$ cat src/hdl/binary_to_decimal_ascii_macros.svh
// Assertion macros for the converter RTL.
`ifndef BINARY_TO_DECIMAL_ASCII_MACROS_SVH
`define BINARY_TO_DECIMAL_ASCII_MACROS_SVH

`ifndef NO_ASSERTIONS

`define B2DA_ASSERT_ALWAYS(label, expr) \
	label: assert property (@(posedge clk) disable iff (!arst_n) (expr)) \
		else $error("converter assertion failed");

`define B2DA_ASSERT_IMPLIES(label, ante, cons) \
	label: assert property (@(posedge clk) disable iff (!arst_n) (ante) |-> (cons)) \
		else $error("converter assertion failed");

`define B2DA_ASSERT_NEXT(label, ante, cons) \
	label: assert property (@(posedge clk) disable iff (!arst_n) (ante) |=> (cons)) \
		else $error("converter assertion failed");

`else

`define B2DA_ASSERT_ALWAYS(label, expr)
`define B2DA_ASSERT_IMPLIES(label, ante, cons)
`define B2DA_ASSERT_NEXT(label, ante, cons)

`endif

`endif

$ cat src/hdl/b2da_pkg.sv
`default_nettype none

package b2da_pkg;

	typedef enum logic [1:0] {
		CELL_HOLD,
		CELL_CLEAR,
		CELL_DABBLE,
		CELL_RISE
	} cell_mode_t;

	typedef enum logic [1:0] {
		ST_IDLE,
		ST_CONVERT,
		ST_OUT
	} state_t;

	typedef struct packed {
		cell_mode_t mode;
		logic       ser_bit;
	} cell_ctrl_t;

	localparam logic [5:0] ASCII_ZERO = 6'd48;
	localparam logic [3:0] BCD_LIMIT  = 4'd5;
	localparam logic [3:0] BCD_ADJUST = 4'd3;

endpackage

`default_nettype wire

$ cat src/hdl/b2da_cell.sv
`default_nettype none

module b2da_cell (
	input  wire logic                  clk,
	input  wire b2da_pkg::cell_mode_t  mode,
	input  wire logic                  bit_in,
	input  wire logic [3:0]            digit_in,
	output logic                       bit_out,
	output logic [3:0]                 digit
);

	logic [3:0] digit_q;
	logic [3:0] adj;

	// Add three before the shift so that a digit of five or more carries into the next cell.
	always_comb begin
		adj = (digit_q >= b2da_pkg::BCD_LIMIT) ? digit_q + b2da_pkg::BCD_ADJUST : digit_q;
	end

	assign bit_out = adj[3];
	assign digit   = digit_q;

	always_ff @(posedge clk) begin
		case (mode)
			b2da_pkg::CELL_CLEAR:  digit_q <= 4'd0;
			b2da_pkg::CELL_DABBLE: digit_q <= {adj[2:0], bit_in};
			b2da_pkg::CELL_RISE:   digit_q <= digit_in;
			default:               digit_q <= digit_q;
		endcase
	end

endmodule

`default_nettype wire

$ cat src/hdl/b2da_ctrl.sv
`default_nettype none

module b2da_ctrl #(
	parameter int VALUE_BITS = 64,
	parameter int NUM_DIGITS = 20
) (
	input  wire logic                    clk,
	input  wire logic                    arst_n,
	input  wire logic                    start,
	input  wire logic [VALUE_BITS-1:0]   value_bits,
	input  wire logic [3:0]              top_digit,
	output logic                         busy,
	output logic                         strobe,
	output logic                         last,
	output b2da_pkg::cell_ctrl_t         ctrl
);

	localparam int CW = $clog2(VALUE_BITS);

	b2da_pkg::state_t        state_q, state_d;
	logic [CW-1:0]           cnt_q;
	logic                    seen_q;
	logic [VALUE_BITS-1:0]   shreg_q;
	logic                    cnt_zero;

	assign cnt_zero = (cnt_q == '0);

	always_comb begin
		state_d = state_q;
		case (state_q)
			b2da_pkg::ST_IDLE: begin
				if (start) state_d = b2da_pkg::ST_CONVERT;
			end
			b2da_pkg::ST_CONVERT: begin
				if (cnt_zero) state_d = b2da_pkg::ST_OUT;
			end
			b2da_pkg::ST_OUT: begin
				if (cnt_zero) state_d = b2da_pkg::ST_IDLE;
			end
			default: state_d = b2da_pkg::ST_IDLE;
		endcase
	end

	// Leading zeros rise out of the top cell without a strobe; the lowest digit is always shown.
	always_comb begin
		busy         = 1'b1;
		strobe       = 1'b0;
		ctrl.mode    = b2da_pkg::CELL_HOLD;
		ctrl.ser_bit = shreg_q[VALUE_BITS-1];
		case (state_q)
			b2da_pkg::ST_IDLE: begin
				busy = 1'b0;
				if (start) ctrl.mode = b2da_pkg::CELL_CLEAR;
			end
			b2da_pkg::ST_CONVERT: begin
				ctrl.mode = b2da_pkg::CELL_DABBLE;
			end
			b2da_pkg::ST_OUT: begin
				ctrl.mode = b2da_pkg::CELL_RISE;
				strobe    = (top_digit != 4'd0) || seen_q || cnt_zero;
			end
			default: busy = 1'b0;
		endcase
		last = strobe && cnt_zero;
	end

	always_ff @(posedge clk or negedge arst_n) begin
		if (!arst_n) begin
			state_q <= b2da_pkg::ST_IDLE;
			cnt_q   <= '0;
			seen_q  <= 1'b0;
		end else begin
			state_q <= state_d;
			case (state_q)
				b2da_pkg::ST_IDLE: begin
					if (start) begin
						cnt_q  <= CW'(VALUE_BITS - 1);
						seen_q <= 1'b0;
					end
				end
				b2da_pkg::ST_CONVERT: begin
					cnt_q <= cnt_zero ? CW'(NUM_DIGITS - 1) : cnt_q - CW'(1);
				end
				b2da_pkg::ST_OUT: begin
					if (!cnt_zero) cnt_q <= cnt_q - CW'(1);
					seen_q <= seen_q || strobe;
				end
				default: cnt_q <= '0;
			endcase
		end
	end

	always_ff @(posedge clk) begin
		if (state_q == b2da_pkg::ST_IDLE && start) begin
			shreg_q <= value_bits;
		end else if (state_q == b2da_pkg::ST_CONVERT) begin
			shreg_q <= shreg_q << 1;
		end
	end

endmodule

`default_nettype wire

$ cat src/hdl/binary_to_decimal_ascii.sv
`default_nettype none
`include "binary_to_decimal_ascii_macros.svh"

// Converts an unsigned number (the low VALUE_BITS bits of value) to decimal ASCII
// text, most significant digit first, without leading zeros. A transaction is taken
// when start is high and busy is low; busy then stays high through the conversion and
// the output of the digits, with one digit cell per decimal digit (20 cells for 64 bits).
// The conversion shifts the number one bit a cycle into a row of BCD cells; the output
// phase then moves one digit a cycle out of the top cell. Each character appears for one
// cycle with strobe high and cannot be held off by the receiver; leading zeros leave
// gaps without strobe before the first character, and last marks the final one.
module binary_to_decimal_ascii #(
	parameter int VALUE_BITS = 64
) (
	input  wire logic        clk,
	input  wire logic        arst_n,
	input  wire logic        start,
	input  wire logic [63:0] value,
	output logic             busy,
	output logic             strobe,
	output logic [5:0]       digit_char,
	output logic             last
);

	// Decimal digits of 2^VALUE_BITS - 1: floor(VALUE_BITS * log10(2)) + 1.
	localparam int NUM_DIGITS = (VALUE_BITS * 30103) / 100000 + 1;

	b2da_pkg::cell_ctrl_t ctrl;
	logic [NUM_DIGITS-1:0] carry;
	logic [3:0]            digit [NUM_DIGITS];

	b2da_ctrl #(
		.VALUE_BITS (VALUE_BITS),
		.NUM_DIGITS (NUM_DIGITS)
	) u_ctrl (
		.clk        (clk),
		.arst_n     (arst_n),
		.start      (start),
		.value_bits (value[VALUE_BITS-1:0]),
		.top_digit  (digit[NUM_DIGITS-1]),
		.busy       (busy),
		.strobe     (strobe),
		.last       (last),
		.ctrl       (ctrl)
	);

	for (genvar i = 0; i < NUM_DIGITS; i++) begin : g_cell
		logic       bit_in;
		logic [3:0] digit_in;
		if (i == 0) begin : g_low
			assign bit_in   = ctrl.ser_bit;
			assign digit_in = 4'd0;
		end else begin : g_up
			assign bit_in   = carry[i-1];
			assign digit_in = digit[i-1];
		end
		b2da_cell u_cell (
			.clk      (clk),
			.mode     (ctrl.mode),
			.bit_in   (bit_in),
			.digit_in (digit_in),
			.bit_out  (carry[i]),
			.digit    (digit[i])
		);
	end

	assign digit_char = b2da_pkg::ASCII_ZERO + {2'b00, digit[NUM_DIGITS-1]};

	// The row of cells is sized so that nothing ever carries out of the top cell.
	`B2DA_ASSERT_IMPLIES(a_no_overflow, ctrl.mode == b2da_pkg::CELL_DABBLE, !carry[NUM_DIGITS-1])
	`B2DA_ASSERT_IMPLIES(a_strobe_busy, strobe, busy)
	`B2DA_ASSERT_NEXT(a_last_ends, strobe && last, !busy)
	`B2DA_ASSERT_NEXT(a_start_busy, start && !busy, busy && !strobe)

endmodule

`default_nettype wire

$ cat config.mk
export PLATFORM = sky130hd
export DESIGN_NAME = binary_to_decimal_ascii
export DESIGN_NICKNAME = d
export VERILOG_FILES = /design/src/hdl/b2da_pkg.sv /design/src/hdl/b2da_cell.sv /design/src/hdl/b2da_ctrl.sv /design/src/hdl/binary_to_decimal_ascii.sv
export VERILOG_INCLUDE_DIRS = /design/src /design/src/hdl
export SDC_FILE = /design/constraint.sdc
export NUM_CORES = 1
export LEC_CHECK = 0
export BUFFER_PORTS_ARGS = -buffer_cell sky130_fd_sc_hd__buf_2
export CORE_UTILIZATION = 60
export DETAILED_ROUTE_END_ITERATION = 7
export PLACE_DENSITY = 0.8
export SLEW_MARGIN = 25
export SYNTH_ARGS = -nofsm -noshare
export SYNTH_HDL_FRONTEND = slang
export SYNTH_SLANG_ARGS = --single-unit
$ cat constraint.sdc
create_clock -name clk -period 3.9 [get_ports clk]
set_input_delay 0.195 -clock clk [delete_from_list [all_inputs] [get_ports clk]]
set_output_delay 0.195 -clock clk [all_outputs]
set_load 0.005 [all_outputs]
==> results.yml <==
power:
  p_leak_nw: 3.766
  sw_frac_of_total_pct: 35.38
  powerDensity_nw_per_um2: 873.7
  power_frac_comb_pct: 39.6
  p_switching_mw: 3.026
  seqPwrFrac_pct: 42.0
  pwr-share-clk_pct: 18.3
  power_mw: 8.554
  vdd_drop_max_mv: 0.4700
  power.internal_mw: 5.528
synth:
  yosys.area_share.adder_pct: 6.580
  synth_top_family_by_area: "compound AO/OA/AOI/OAI gates"
  synth_warnings: 0
  synth_ff_type: "edfxtp_1"
  muxShareOfSynthArea_pct: 10.84
  ys_ff_latch: 153
  avgSynthCellArea_um2: 12.03
  ys_types: 50
  ys_seq_area_share_pct: 52.01
  synth_xor_area_share_pct: 3.905
  synth-compound-area-share_pct: 12.53
  syn_area_um2: 8747
  synth-simple-area-share_pct: 9.398
  synthArstFlopShare_pct: 5.882
  syn_inst: 727
  synth_edf_count: 144
critical_path:
  cp_data_required_time_ns: 4.15
  cp_max_fo: 22
  cp.arrival_ns: 2.86
  max_stage_delay_ns: 0.60
  critical_path_class: "reg2reg"
  crit_path_end_kind: "register"
  crit_slowest_cell: "ha_1"
  startpoint_type: "register"
  path_cells: "inv_1 > ha_1 > buf_4 > and2_1 > buf_4 > nand2_1 > o21ai_0"
  worst_path_most_repeated_cell: "buf_4"
placed_design:
  dp_hpwl_um: 10810
  gp_congestion: 0.9023
  placedCellCount: 957
  pre_cts_ws_ns: 1.291
  port_buffers: 73
cells_and_area:
  diodes: 0
  stdcell_count: 989
  drive_gt1_share_pct: 24.47
  fill_cells: 944
  nets: 910
  final_common_cell: "edfxtp_1"
  syn_to_final_growth_pct: 11.93
  mostFrequentLayoutCells: "144 x edfxtp_1, 73 x buf_2, 71 x mux2_2, 56 x o21ai_0, 51 x nand2_1"
timing:
  setup-tns-final_ns: 0
  hold_ws_ns: 0.05799
  fin_ws_ns: 1.287
  hold_viol_final: 0
  min_period_over_period_pct: 67.00
  timing.slew.headroom_pct: 49.51
  setup_viol: 0
  finalCriticalPeriod_ns: 2.613
  max_freq_mhz: 382.7
  worst_pin_slew_ns: 0.7574
  rsz0062_at_grt: "false"
  fin_skew_ns: 0.008247
  drv_slew: 0
grt:
  grtUsageTotal_pct: 23.64
  antenna_found_initial: 0
  grt.overflow.total: 0
  grt_pass1_vias: 5942
  grt_max_degree: 65
  grt_pass1_wl_um: 27400
detailed_routing:
  drt_iter0_markers: 411
  remaining_drc_errors: 0
  first_pass_iters: 5
  antenna_left: 0
  vias_per_cell: 5.822
  routed_wl_um: 16210
  num_vias: 5758
  wl_per_cell_um: 16.39
clocking:
  cts_tree: "yes"
  numCtsBuffers: 17
  clk_pin_slew_worst_paths_ns: 0.06
  cts.path.max_buffers: 2
  cts_resized: 0
  clk_latency_ns: 0.41
  root_buffer: "clkbuf_16"
  h-tree-depth: 4
  clock_sinks: 153
floorplan:
  die_area_um2: 15070
  ios: 76
  die_h_um: 122.7
  rows: 43
  dieWidth_um: 122.7
  core_um2: 14040
  start_util_pct: 62.29
hold_path:
  min_path_type: "in2reg"
run_status:
  outcome: "finished, final reports clean"
flow_run:
  maxCapViolations: 0
==> sequential cells by signal, indices dropped and copies added, names as in the netlist <==
register and count:
u_ctrl.shreg_q 64, g_cell.u_cell.digit 80, u_ctrl.state_q 2, u_ctrl.cnt_q 6, u_ctrl.seen_q 1
==> per-stage QoR <==
step           cell area [um2]  util (%)
4_1_cts                   9791     69.72
6_report                  9791     69.72
5_1_grt                   9791     69.72
3_5_place_dp              9221     65.67
3_3_place_gp              9221     65.67
2_1_floorplan             8751         -
==> layout make-up <==
class	count	area [um2]	share of cell area [%]
Tap cell	180	225.2	2.300
Multi-Input combinational cell	488	3796	38.77
Inverter	50	187.7	1.917
Timing Repair Buffer	87	473.0	4.831
Clock inverter	12	126.4	1.291
Clock buffer	19	432.9	4.422
Sequential cell	153	4549	46.47
==> cells by family (layout without fill, tap and decap cells) <==
logic type                 Yosys count  after routing
other                                1              2
adders and majority gates           46             46
buffers and inverters               87            168
DFF                                153            153
xor gates and xnor gates            39             39
muxes                               85             85
and+or+nand+nor                    149            149
AOI/OAI and AO/OA                  167            167
==> power groups by stage <==
stage | clock (mW) | sequential (mW) | combinational, mW
after global routing | 1.65 | 3.70 | 3.77
final | 1.57 | 3.59 | 3.39
after detailed placement | 0 | 3.60 | 3.37
after global placement | 0 | 3.56 | 3.18
after floorplan | 0 | 3.44 | 2.73
after CTS | 1.59 | 3.59 | 3.41
==> cell usage after synthesis, drive strengths merged, types with 2 or more instances <==
cell	instances	area, um2
edfxtp	144	4324
o21bai	2	15.01
clkbuf	12	45.04
or3b	2	22.52
mux2	78	878.4
nor3	3	20.02
nor2b	27	171.4
o31ai	12	90.09
inv	50	187.7
a32o	7	70.07
nor2	8	32.54
ha	46	575.6
mux2i	7	70.07
nand2	53	198.9
a2bb2oi	19	166.4
and2	13	81.33
xnor2	27	236.5
nand2b	21	131.4
a32oi	7	61.31
a31oi	3	18.77
a21o	8	60.06
xor2	12	105.1
o21ai	60	311.5
buf	25	177.7
a21boi	2	18.77
nor3b	19	142.6
a22o	2	17.52
dfrtp	9	225.2
a21oi	39	195.2
==> routing by layer <==
metal / up-vias / share of wire, % / track usage [%]
li1: 2770 / - / -
met1: 2786 / 43 / 29.16
met2: 176 / 49 / 38.52
met3: 26 / 6.4 / 7.481
met4: 0 / 1.7 / 9.451
met5: - / 0 / 0
==> critical path, delay by kind of cell, from the launching register on <==
family | cells | cell delay (ns)
AND/OR/NAND/NOR | 2 | 0.61
adder cells (fa/ha/maj) | 1 | 0.60
buffers and inverters | 3 | 0.74
flip-flops | 1 | 0.43
AO/OA/AOI/OAI | 1 | 0.08
==> worst paths after layout <==
check / start / endpoint / slack [ns] / cells after the start
worst max-delay path: u_ctrl.state_q[0] / g_cell[12].u_cell.digit[1] / 1.29 / 7
worst min-delay path: value[61] / u_ctrl.shreg_q[61] / 0.06 / 2
worst max register to register: u_ctrl.state_q[0] / g_cell[12].u_cell.digit[1] / 1.29 / 7
worst min register to register: u_ctrl.seen_q / u_ctrl.seen_q / 0.49 / 1
max in group asynchronous: arst_n / u_ctrl.cnt_q[2] / 3.56 / 2
min in group asynchronous: arst_n / u_ctrl.cnt_q[5] / 0.16 / 2
==> repair_timing <==
item / CTS / global route
hold buffers: 1 / 0
hold endpoints to repair: 9 / 0
buffers inserted: 0 / 0
Power figures use the tool's default switching activity.
